[config.mk]
export PLATFORM = sky130hd
export DESIGN_NAME = rsp_packet_receiver_unit
export DESIGN_NICKNAME = d
export VERILOG_FILES = /design/src/rtl/rpr_pkg.sv /design/src/rtl/rpr_ctrl.sv /design/src/rtl/rpr_dp.sv /design/src/rtl/rsp_packet_receiver_unit.sv
export SDC_FILE = /design/constraint.sdc
export NUM_CORES = 1
export LEC_CHECK = 0
export ABC_AREA = 1
export BUFFER_PORTS_ARGS = -buffer_cell sky130_fd_sc_hd__buf_2
export CORE_AREA = 2 2 178 180
export CTS_CLUSTER_SIZE = 25
export DETAILED_ROUTE_END_ITERATION = 6
export DIE_AREA = 0 0 180 182
export PLACE_DENSITY = 0.6
export SYNTH_ARGS = -nofsm -noshare
export SYNTH_HDL_FRONTEND = slang
export SYNTH_SLANG_ARGS = --single-unit
[constraint.sdc]
create_clock -name clk -period 2.4 [get_ports clk]
set_clock_uncertainty 0.15 [all_clocks]
set_input_delay 0 -clock clk [delete_from_list [all_inputs] [get_ports clk]]
set_output_delay 0 -clock clk [all_outputs]
set_load 0.02 [all_outputs]
[src/rtl/rpr_pkg.sv]
// Package for the RSP packet receiver: character codes, controller states,
// command and status structs shared by controller and datapath.
// No dependencies.
package rpr_pkg;

	localparam logic [7:0] CH_START = 8'h24; // '$'
	localparam logic [7:0] CH_END   = 8'h23; // '#'
	localparam logic [7:0] CH_SEQ   = 8'h3a; // ':'
	localparam logic [7:0] CH_ACK   = 8'h2b; // '+'
	localparam logic [7:0] CH_NAK   = 8'h2d; // '-'

	// results per packet are capped at this many
	localparam int MAX_RESULTS = 32;
	localparam int RES_CNT_W   = $clog2(MAX_RESULTS);
	localparam logic [RES_CNT_W-1:0] RES_LAST = RES_CNT_W'(MAX_RESULTS - 1);

	typedef enum logic [2:0] {
		ST_HUNT,
		ST_BODY,
		ST_CKHI,
		ST_CKLO,
		ST_SEQ_FETCH,
		ST_SEQ_CHK,
		ST_PL_FETCH,
		ST_PL_EMIT
	} state_t;

	typedef enum logic [1:0] {
		OSEL_NAK,
		OSEL_ACK,
		OSEL_DATA
	} out_sel_t;

	typedef enum logic [1:0] {
		PTR_HOLD,
		PTR_SEQ,
		PTR_ZERO,
		PTR_ADV
	} ptr_op_t;

	typedef struct packed {
		logic     start_body;
		logic     store_byte;
		logic     load_hi;
		logic     out_load;
		out_sel_t out_sel;
		ptr_op_t  ptr_op;
		logic     seq_clr;
		logic     seq_latch;
	} cmd_t;

	typedef struct packed {
		logic is_start;
		logic is_end;
		logic ck_match;
		logic cnt_zero;
		logic cnt_ge3;
		logic full_next;
		logic out_free;
		logic emit_last;
	} status_t;

	typedef struct packed {
		logic       ok;
		logic [3:0] nib;
	} hex_t;

	function automatic hex_t hex_decode(input logic [7:0] c);
		hex_t r;
		r.ok  = 1'b0;
		r.nib = 4'd0;
		if (c >= 8'h30 && c <= 8'h39) begin
			r.ok  = 1'b1;
			r.nib = c[3:0];
		end else if ((c >= 8'h61 && c <= 8'h66) || (c >= 8'h41 && c <= 8'h46)) begin
			r.ok  = 1'b1;
			r.nib = c[3:0] + 4'd9;
		end
		return r;
	endfunction

endpackage

[src/rtl/rpr_ctrl.sv]
// Controller for the RSP packet receiver: parse and readout state machine.
// Depends on rpr_pkg.
module rpr_ctrl (
	input  logic             clk,
	input  logic             arst_n,
	input  logic             in_valid,
	output logic             in_ready,
	input  rpr_pkg::status_t sts,
	output rpr_pkg::cmd_t    cmd
);

	rpr_pkg::state_t state_q, state_d;
	logic acc;

	always_ff @(posedge clk or negedge arst_n) begin
		if (!arst_n)
			state_q <= rpr_pkg::ST_HUNT;
		else
			state_q <= state_d;
	end

	always_comb begin
		state_d        = state_q;
		cmd            = '0;
		cmd.out_sel    = rpr_pkg::OSEL_NAK;
		cmd.ptr_op     = rpr_pkg::PTR_HOLD;
		in_ready       = 1'b0;
		acc            = 1'b0;
		unique case (state_q)
			rpr_pkg::ST_HUNT: begin
				in_ready = 1'b1;
				acc      = in_valid;
				if (acc && sts.is_start) begin
					cmd.start_body = 1'b1;
					state_d        = rpr_pkg::ST_BODY;
				end
			end
			rpr_pkg::ST_BODY: begin
				in_ready = 1'b1;
				acc      = in_valid;
				if (acc) begin
					priority if (sts.is_start) begin
						cmd.start_body = 1'b1;
					end else if (sts.is_end) begin
						state_d = rpr_pkg::ST_CKHI;
					end else begin
						cmd.store_byte = 1'b1;
						// body would overflow: drop the packet
						if (sts.full_next)
							state_d = rpr_pkg::ST_HUNT;
					end
				end
			end
			rpr_pkg::ST_CKHI: begin
				in_ready = 1'b1;
				acc      = in_valid;
				if (acc) begin
					cmd.load_hi = 1'b1;
					state_d     = rpr_pkg::ST_CKLO;
				end
			end
			rpr_pkg::ST_CKLO: begin
				in_ready = sts.out_free;
				acc      = in_valid && sts.out_free;
				if (acc) begin
					cmd.out_load = 1'b1;
					priority if (!sts.ck_match) begin
						cmd.out_sel = rpr_pkg::OSEL_NAK;
						state_d     = rpr_pkg::ST_HUNT;
					end else if (sts.cnt_zero) begin
						cmd.out_sel = rpr_pkg::OSEL_ACK;
						state_d     = rpr_pkg::ST_HUNT;
					end else if (sts.cnt_ge3) begin
						cmd.out_sel = rpr_pkg::OSEL_ACK;
						cmd.ptr_op  = rpr_pkg::PTR_SEQ;
						state_d     = rpr_pkg::ST_SEQ_FETCH;
					end else begin
						cmd.out_sel = rpr_pkg::OSEL_ACK;
						cmd.ptr_op  = rpr_pkg::PTR_ZERO;
						cmd.seq_clr = 1'b1;
						state_d     = rpr_pkg::ST_PL_FETCH;
					end
				end
			end
			rpr_pkg::ST_SEQ_FETCH: begin
				state_d = rpr_pkg::ST_SEQ_CHK;
			end
			rpr_pkg::ST_SEQ_CHK: begin
				cmd.seq_latch = 1'b1;
				cmd.ptr_op    = rpr_pkg::PTR_ZERO;
				state_d       = rpr_pkg::ST_PL_FETCH;
			end
			rpr_pkg::ST_PL_FETCH: begin
				state_d = rpr_pkg::ST_PL_EMIT;
			end
			rpr_pkg::ST_PL_EMIT: begin
				if (sts.out_free) begin
					cmd.out_load = 1'b1;
					cmd.out_sel  = rpr_pkg::OSEL_DATA;
					cmd.ptr_op   = rpr_pkg::PTR_ADV;
					state_d      = sts.emit_last ? rpr_pkg::ST_HUNT : rpr_pkg::ST_PL_FETCH;
				end
			end
			default: state_d = rpr_pkg::ST_HUNT;
		endcase
	end

endmodule

[src/rtl/rpr_dp.sv]
// Datapath for the RSP packet receiver: checksum, body memory, readout
// pointer and output register. Depends on rpr_pkg.
module rpr_dp #(
	parameter int BODY_BYTES = 32
) (
	input  logic             clk,
	input  logic             arst_n,
	input  logic [7:0]       in_byte,
	input  rpr_pkg::cmd_t    cmd,
	output rpr_pkg::status_t sts,
	output logic             out_valid,
	input  logic             out_ready,
	output logic             out_kind,
	output logic [7:0]       out_value,
	output logic             out_last
);

	localparam int AW = $clog2(BODY_BYTES);

	logic [7:0]    sum_q;
	logic [AW-1:0] cnt_q;
	logic [3:0]    hi_q;
	logic          hibad_q;
	logic [AW-1:0] ptr_q;
	logic [AW-1:0] ptr_next;
	logic          seq_q;
	logic [rpr_pkg::RES_CNT_W-1:0] n_q;
	logic [7:0]    mem_q [BODY_BYTES];
	logic [7:0]    rdata_q;
	logic          ovalid_q;
	logic          okind_q;
	logic [7:0]    ovalue_q;
	logic          olast_q;
	rpr_pkg::hex_t hx;
	logic          data_kind;

	assign hx        = rpr_pkg::hex_decode(in_byte);
	// sequence characters go to the host, not to the command handler
	assign data_kind = !(seq_q && ptr_q < AW'(2));
	assign ptr_next  = (seq_q && ptr_q == AW'(1)) ? AW'(3) : ptr_q + AW'(1);

	always_comb begin
		sts.is_start  = in_byte == rpr_pkg::CH_START;
		sts.is_end    = in_byte == rpr_pkg::CH_END;
		sts.ck_match  = hx.ok && !hibad_q && ({hi_q, hx.nib} == sum_q);
		sts.cnt_zero  = cnt_q == '0;
		sts.cnt_ge3   = cnt_q >= AW'(3);
		sts.full_next = cnt_q == AW'(BODY_BYTES - 2);
		sts.out_free  = !ovalid_q || out_ready;
		sts.emit_last = (ptr_next >= cnt_q) || (n_q == rpr_pkg::RES_LAST);
	end

	always_ff @(posedge clk or negedge arst_n) begin
		if (!arst_n) begin
			sum_q    <= '0;
			cnt_q    <= '0;
			hi_q     <= '0;
			hibad_q  <= 1'b0;
			ptr_q    <= '0;
			seq_q    <= 1'b0;
			n_q      <= '0;
			ovalid_q <= 1'b0;
		end else begin
			if (cmd.start_body) begin
				sum_q <= '0;
				cnt_q <= '0;
			end else if (cmd.store_byte) begin
				sum_q <= sum_q + in_byte;
				cnt_q <= cnt_q + AW'(1);
			end
			if (cmd.load_hi) begin
				hi_q    <= hx.nib;
				hibad_q <= !hx.ok;
			end
			unique case (cmd.ptr_op)
				rpr_pkg::PTR_HOLD: ptr_q <= ptr_q;
				rpr_pkg::PTR_SEQ:  ptr_q <= AW'(2);
				rpr_pkg::PTR_ZERO: ptr_q <= '0;
				rpr_pkg::PTR_ADV:  ptr_q <= ptr_next;
				default:           ptr_q <= ptr_q;
			endcase
			if (cmd.seq_clr)
				seq_q <= 1'b0;
			else if (cmd.seq_latch)
				seq_q <= rdata_q == rpr_pkg::CH_SEQ;
			if (cmd.out_load) begin
				ovalid_q <= 1'b1;
				if (cmd.out_sel == rpr_pkg::OSEL_ACK)
					n_q <= rpr_pkg::RES_CNT_W'(1);
				else if (cmd.out_sel == rpr_pkg::OSEL_DATA)
					n_q <= n_q + rpr_pkg::RES_CNT_W'(1);
			end else if (out_ready) begin
				ovalid_q <= 1'b0;
			end
		end
	end

	// body memory, one write and one registered read port
	always_ff @(posedge clk) begin
		if (cmd.store_byte)
			mem_q[cnt_q] <= in_byte;
		rdata_q <= mem_q[ptr_q];
	end

	always_ff @(posedge clk) begin
		if (cmd.out_load) begin
			unique case (cmd.out_sel)
				rpr_pkg::OSEL_NAK: begin
					okind_q  <= 1'b0;
					ovalue_q <= rpr_pkg::CH_NAK;
					olast_q  <= 1'b1;
				end
				rpr_pkg::OSEL_ACK: begin
					okind_q  <= 1'b0;
					ovalue_q <= rpr_pkg::CH_ACK;
					olast_q  <= sts.cnt_zero;
				end
				rpr_pkg::OSEL_DATA: begin
					okind_q  <= data_kind;
					ovalue_q <= rdata_q;
					olast_q  <= sts.emit_last;
				end
				default: begin
					okind_q  <= 1'b0;
					ovalue_q <= rpr_pkg::CH_NAK;
					olast_q  <= 1'b1;
				end
			endcase
		end
	end

	assign out_valid = ovalid_q;
	assign out_kind  = okind_q;
	assign out_value = ovalue_q;
	assign out_last  = olast_q;

endmodule

[src/rtl/rsp_packet_receiver_unit.sv]
// Top level of the RSP packet receiver: controller plus datapath.
// Depends on rpr_pkg, rpr_ctrl, rpr_dp.
//
//  channel | direction | signals                  | contents
//  s_*     | in        | tvalid tready tdata[7:0] | tdata: rx_byte
//  m_*     | out       | tvalid tready tdata[7:0] | tdata: value; tuser: kind; tlast: last
//
// Received bytes are taken one per cycle while a packet is parsed, save a
// stall on the checksum byte. After a good checksum the acknowledgement goes
// out at once; each further result needs a registered read of the body memory
// and then a load of the output register, and bodies of three or more bytes
// first get a ':' check. No input is taken during that readout.
// Reset is asynchronous; the body memory needs no clearing pass.
// A stalled output holds the checksum byte back; other bytes keep flowing.
module rsp_packet_receiver_unit #(
	parameter int BODY_BYTES = 32
) (
	input  logic       clk,
	input  logic       arst_n,
	input  logic       s_tvalid,
	output logic       s_tready,
	input  logic [7:0] s_tdata,  // [7:0] rx_byte
	output logic       m_tvalid,
	input  logic       m_tready,
	output logic [7:0] m_tdata,  // [7:0] value
	output logic       m_tuser,  // [0] kind
	output logic       m_tlast
);

	rpr_pkg::cmd_t    cmd;
	rpr_pkg::status_t sts;

	rpr_ctrl u_ctrl (
		.clk      (clk),
		.arst_n   (arst_n),
		.in_valid (s_tvalid),
		.in_ready (s_tready),
		.sts      (sts),
		.cmd      (cmd)
	);

	rpr_dp #(
		.BODY_BYTES (BODY_BYTES)
	) u_dp (
		.clk       (clk),
		.arst_n    (arst_n),
		.in_byte   (s_tdata),
		.cmd       (cmd),
		.sts       (sts),
		.out_valid (m_tvalid),
		.out_ready (m_tready),
		.out_kind  (m_tuser),
		.out_value (m_tdata),
		.out_last  (m_tlast)
	);

endmodule

* Word level (Yosys, flattened, before mapping)
Memory sizes are Yosys's and may differ from the RTL's. A register that Yosys moved wholly into a read port is not among the register bits.
Cells that the tools add are included.
Widths: inputs -> output; s select.
** Word-level totals
- Flip-flop bits (word level) :: 43
- Memory bits (writable) :: 256
- Bits of input ports :: 12
- Output and inout bits :: 12
- Logic and storage cells :: 132
- Memories :: 1
** Cells by class
- Add/sub/neg operators :: 5
- $lt $le $gt $ge :: 9
- Equality and inequality tests :: 26
- Multiplexer cells :: 53
- Reduce and logical (&&, ||, !) cells :: 26
** Memory list
- u_dp.mem_q :: depth 32, bits a word 8, rd ports 1, clocked after Yosys merged registers in 1, wr ports 1, RTL line rpr_dp.sv:28 : logic [7:0] mem_q [BODY_BYTES];
** Operator list (number)
- $mux 5 :: 8
- $mux 3 :: 13
- $eq 8x6->1 const B :: 3
- $pmux 3 s8 :: 1
- $ge 8x7->1 const B :: 2
- $le 8x7->1 const B :: 2
- $mux 1 :: 16
- $mux 8 :: 2
- $pmux 8 s2 :: 1
- $add 5x1->5 const B :: 3
- $pmux 5 s3 :: 1
- $eq 3x3->1 const B :: 4
- $eq 5x5->1 const B :: 2
- $mux 2 :: 5
- $logic_and 1x1->1 :: 9
- $add 8x8->8 :: 1
- $eq 8x8->1 :: 1
- $ge 8x6->1 const B :: 1
- $le 8x6->1 const B :: 1
- $reduce_bool 2->1 :: 4
- $reduce_and 7->1 :: 1
- $eq 2x2->1 const B :: 3
- $eq 3x2->1 const B :: 2
- $mux 6 :: 1
- 20 further kinds :: 32

* Depth between registers and ports, before layout
- Depth after elaboration :: 13
- Mapped depth :: 19
- Depth with buffers taken out :: 19

* Cells and area by module
A second synthesis with hierarchy kept.
** Second synthesis, totals
- Cells, all modules :: 1261
- Area, all modules :: 13553.0 um2
** By module, submodules not included
- rpr_dp :: times used 1, cells an instance 1194, area an instance 13155.1 um2, seq. area each 8898.5 um2
- rpr_ctrl :: times used 1, cells an instance 67, area an instance 397.9 um2, seq. area each 75.1 um2

* Worst setup path after synthesis
Ideal clock, no wire load.
- Path type :: register -> register
- Start :: reg u_dp.ptr_q[1]
- End :: reg u_dp.olast_q, in the netlist u_dp.out_last (data pin)
- Library setup time :: 0.261 ns
- Data arrival time :: 2.255 ns
- Data required time :: 1.989 ns
- Slack :: -0.266 ns
- Stages on the path, launching flop included :: 13
- Buffers on the path :: 2
- Clock period less this slack :: 2.666 ns
- Path through :: dfrtp_1 -> inv_1 -> buf_2 -> clkbuf_1 -> ha_1 -> nand4_1 -> o21ai_0 -> nor2_1 -> ha_1 -> a21oi_1 -> o21a_1 -> o2111ai_1 -> a221o_1
** On the way
- Longest elaborated chain between the ends :: 6
- Elaborated cells on any way between the ends :: 7
- Those cells by class :: add/sub (1); order compare (1); eq/ne (1); mux (2); reduce/logical (2)
** Ends and longest elaborated chain
- start: declaration :: RTL line rpr_dp.sv:24 : logic [AW-1:0] ptr_q;
- start signal: assignment :: RTL line rpr_dp.sv:76 : rpr_pkg::PTR_HOLD: ptr_q <= ptr_q;
- start signal: assignment :: RTL line rpr_dp.sv:79 : rpr_pkg::PTR_ADV: ptr_q <= ptr_next;
- start signal: assignment :: RTL line rpr_dp.sv:80 : default: ptr_q <= ptr_q;
- branches (longest 2 deep; another with $add 5x1->5)
- $mux 5 * :: RTL line rpr_dp.sv:40 : assign ptr_next = (seq_q && ptr_q == AW'(1)) ? AW'(3) : ptr_q + AW'(1);
- $ge 5x5->1 * :: RTL line rpr_dp.sv:50 : sts.emit_last = (ptr_next >= cnt_q) || (n_q == rpr_pkg::RES_LAST);
- $logic_or 1x1->1 * :: RTL line rpr_dp.sv:50
- $pmux 1 s2 * :: RTL line rpr_dp.sv:107 : unique case (cmd.out_sel)
- end signal: assignment :: RTL line rpr_dp.sv:116 : olast_q <= sts.cnt_zero;
- end signal: assignment :: RTL line rpr_dp.sv:121 : olast_q <= sts.emit_last;
- end: declaration :: RTL line rpr_dp.sv:33 : logic olast_q;
Mark *: on every way between the ends.
A chain may end at the register's enable or synchronous reset.

* Worst setup path in the final report
- Start :: reg u_dp.ptr_q[0]
- End :: reg u_ctrl.state_q[1]
** On the way
- Longest elaborated chain between the ends :: 8
- Elaborated cells on any way between the ends :: 9
- Those cells by class :: add/sub (1); order compare (1); eq/ne (1); mux (4); reduce/logical (2)
** Ends and longest elaborated chain
- branches (longest 2 deep; another with $add 5x1->5)
- $mux 5 * :: RTL line rpr_dp.sv:40
- $ge 5x5->1 * :: RTL line rpr_dp.sv:50
- $logic_or 1x1->1 * :: RTL line rpr_dp.sv:50
- $mux 3 * :: RTL line rpr_ctrl.sv:101 : state_d = sts.emit_last ? rpr_pkg::ST_HUNT : rpr_pkg::ST_PL_FETCH;
- $mux 3 * :: RTL line rpr_ctrl.sv:97 : if (sts.out_free) begin
- $pmux 3 s8 * :: RTL line rpr_ctrl.sv:29 : unique case (state_q)
- end signal: assignment :: RTL line rpr_ctrl.sv:17 : state_q <= rpr_pkg::ST_HUNT;
- end signal: assignment :: RTL line rpr_ctrl.sv:19 : state_q <= state_d;
- end: declaration :: RTL line rpr_ctrl.sv:12 : rpr_pkg::state_t state_q, state_d;
Mark *: on every way between the ends. The select of a mux whose other input is x is not followed.

==> metrics.md <==
| Metric | Value |
|---|---|
| Clock sinks | `307` |
| Slowest cell on the critical path | `dfrtp_4` |
| Die Ht | `182 um` |
| Tot Pwr | `0.0133 W` |
| Final setup vio count | `3` |
| Failing checks | `negative setup slack` |
| FILL cells | `2662` |
| ANT nets after route | `0` |
| Data arrival time of the worst path | `2.86 ns` |
| Worst setup SP type | `register` |
| CP Class | `register to register` |
| Non-filler instance count after layout | `1722` |
| Crit path cell chain | `ha_4, nand2_2, inv_2, nand2_2, xor2_1, inv_1, ha_4, nand2_4, inv_2, nand3_2, o2111ai_4, nor2_1, nor3_1, nand3_1, nand2_1, o21ai_1` |
| Number of synthesized flops with an enable pin | `266` |
| Die width | `180 um` |
| CTS tree | `yes` |
| Syn_nets | `1208` |
| IO buf count | `23` |
| Layout cells sized above 1 | `0.192` |
| Critical Path Start | `u_dp.ptr_q[0]` |
| Drt pass-1 iters | `7` |
| Final WS setup | `-0.214 ns` |
| Ys flop type | `edfxtp_1` |
| Vias in the first global route | `9173` |
| Mapped Cells | `1170` |
| Most frequent cell after synthesis | `edfxtp_1` |
| Crit-path max FO | `3` |
| Crit. End Element | `register` |
| # IOs | `24` |
| Area leader, netlist | `edfxtp_1` |
| GR Overflow Total | `0` |
| Pwr/cell area | `832 nW/um^2` |
| Initial antenna violation count | `1` |
| Critical Path RT | `2.64 ns` |
| Ys Warns | `0` |
| Sequential fraction of the synthesis area | `0.674` |
| Reg2reg setup slack | `-0.21 ns` |
| Asr flop ratio synth | `0.107` |
| Core Region | `31000 um^2` |
| Final Cycle Share | `1.09` |
| Site Rows | `65` |
| Status | `finished with violations` |
| DRT Wirelength | `34700 um` |
| Worst hold start | `s_tdata[0]` |
| Fin Setup TNS | `-0.534 ns` |
| Netlist cell types | `48` |
| Largest net degree at the start of global routing | `83` |
| Leakage | `5.93 nW` |
| Synth Register Bits | `307` |
| Worst-Skew Late Latency | `0.51 ns` |
| Initial Util | `0.430` |
| Via Count | `9413` |
| First-pass GRT wire length | `52800 um` |
| Top cell type's share of synthesized area | `0.600` |
| DRC Markers | `0` |
| Clk root buf | `clkbuf_16` |
| Area contributors post-synth | `edfxtp_1, nor2_1, o21ai_0` |
| Hold/Removal Path Class | `primary input to register` |
| FF-to-FF Start | `u_dp.ptr_q[0]` |
| Post-synth top cells | `edfxtp_1, nor2_1, o21ai_0` |
| Fin nets | `1336` |
| Mapped cell area | `13300 um^2` |
| P&R area growth vs syn | `20.4%` |
| Via density | `5.47` |
| Clock transition at path regs | `0.06 ns` |
| Avg WL per Cell | `20.1 um` |
| Max-Cap Viols | `0` |
| CP peak stage delay | `0.51 ns` |
| Clock period minus worst slack | `2.61 ns` |
| H-tree lvl count | `2` |
| # diodes | `0` |
| Hpwl dp | `21800 um` |
| Overall Global Routing Usage | `0.210` |
| Tightest Pin Transition | `0.557 ns` |
| Final Hold Fails | `0` |
| Syn Area/Cell | `11.4 um^2` |
| Slew Viols, Final | `0` |
| CTS max path bufs | `3` |
| Max VDD drop | `0.528 mV` |
| Drt first-iter violations | `897` |
| # placed instances | `1648` |
| Routability cong. | `0.819` |
| Num CTS Buffers | `34` |
| Fin util | `0.518` |
| Slew headroom | `0.626` |
| CP bufs+invs | `3` |
| Max Freq | `383 MHz` |
| RSZ-0062 raised after global routing | `true` |
| Die footprint | `32800 um^2` |
| Crit path max-delay family | `simple AND/OR/NAND/NOR gates` |
==> state kept, by name, summed over array words and instances, names as in the netlist <==
name,count
u_dp.mem_q,256
u_dp.rdata_q,8
u_dp.sum_q,8
u_dp.cnt_q,5
u_dp.out_valid,1
u_dp.out_value,8
u_ctrl.state_q,3
u_dp.out_last,1
u_dp.hibad_q,1
u_dp.out_kind,1
u_dp.hi_q,4
u_dp.n_q,5
u_dp.seq_q,1
u_dp.ptr_q,5
==> timing repair <==
item,CTS,global route
endpoints found under the hold margin,172,0
endpoints found under the setup margin,6,87
gates resized for setup,5,37
buffers inserted,3,1
pin swaps,6,18
gates cloned,0,1
hold buffers,11,0
==> tightest hold or removal path, cell delays in order <==
cell and delay [ns]:
buf_2 0.15, buf_4 0.13, buf_4 0.22
==> final timing paths <==
kind | to | cells after the start
setup / recovery | u_ctrl.state_q[1] | 16
hold / removal | u_dp.mem_q[1][0] | 3
setup reg to reg | u_ctrl.state_q[1] | 16
hold reg to reg | u_dp.hi_q[1] | 2
max in group asynchronous | u_dp.ptr_q[0] | 4
min in group asynchronous | u_dp.n_q[1] | 4
==> cell families after synthesis <==
family                   count (synthesis)  synth area share
AND/OR/NAND/NOR                        417             0.135
AO/OA/AOI/OAI                          283             0.122
buffers and inverters                  126            0.0373
adder cells (fa/ha/maj)                 26            0.0250
flip-flops                             307             0.674
XOR/XNOR                                11           0.00723
==> routing by layer <==
layer	wire, um	GRT usage	vias up
met5	0	0	-
met4	956	0.0644	0
met3	1770	0.0297	61
met2	17000	0.358	279
met1	15000	0.279	4632
li1	-	-	4441
==> per-stage QoR <==
step	area (um^2)	setup slack, ns	hold slack, ns
after floorplan	13400	-0.105	-0.446
after global placement	14600	-0.156	-0.0162
after detailed placement	14600	-0.195	-0.0231
after CTS	15900	-0.0868	0.00743
after global routing	16000	-0.275	0.00869
final	16000	-0.214	0.0110
==> placed cells by master (no fill, tap or decap), drive strengths merged, types with 8 or more instances in the layout <==
cell type and n:
edfxtp 266, nor2 243, o21ai 173, buf 137, nand2 118, inv 69
o22ai 63, clkbuf 43, nand3 39, dfrtp 33, ha 25, a21oi 14
clkinv 14, o221ai 12, dlygate4sd3 10, nor3 9, dfxtp 8
==> cell type report <==
class	instances	area [um^2]	share of cell area
clock buffer	42	912	0.0569
clock inverter	16	150	0.00936
inverter	70	264	0.0165
multi-input combinational	737	4000	0.250
sequential	307	8980	0.560
tap	402	503	0.0314
timing repair buffer	148	1230	0.0764
==> where the power goes <==
part	total, W	internal, W	switching (W)
combinational	0.00203	0.000728	0.00131
clock	0.00501	0.00301	0.00200
sequential	0.00630	0.00612	0.000185
total	0.0133	0.00985	0.00349
Note: power is estimated with default switching activity, not from simulation.
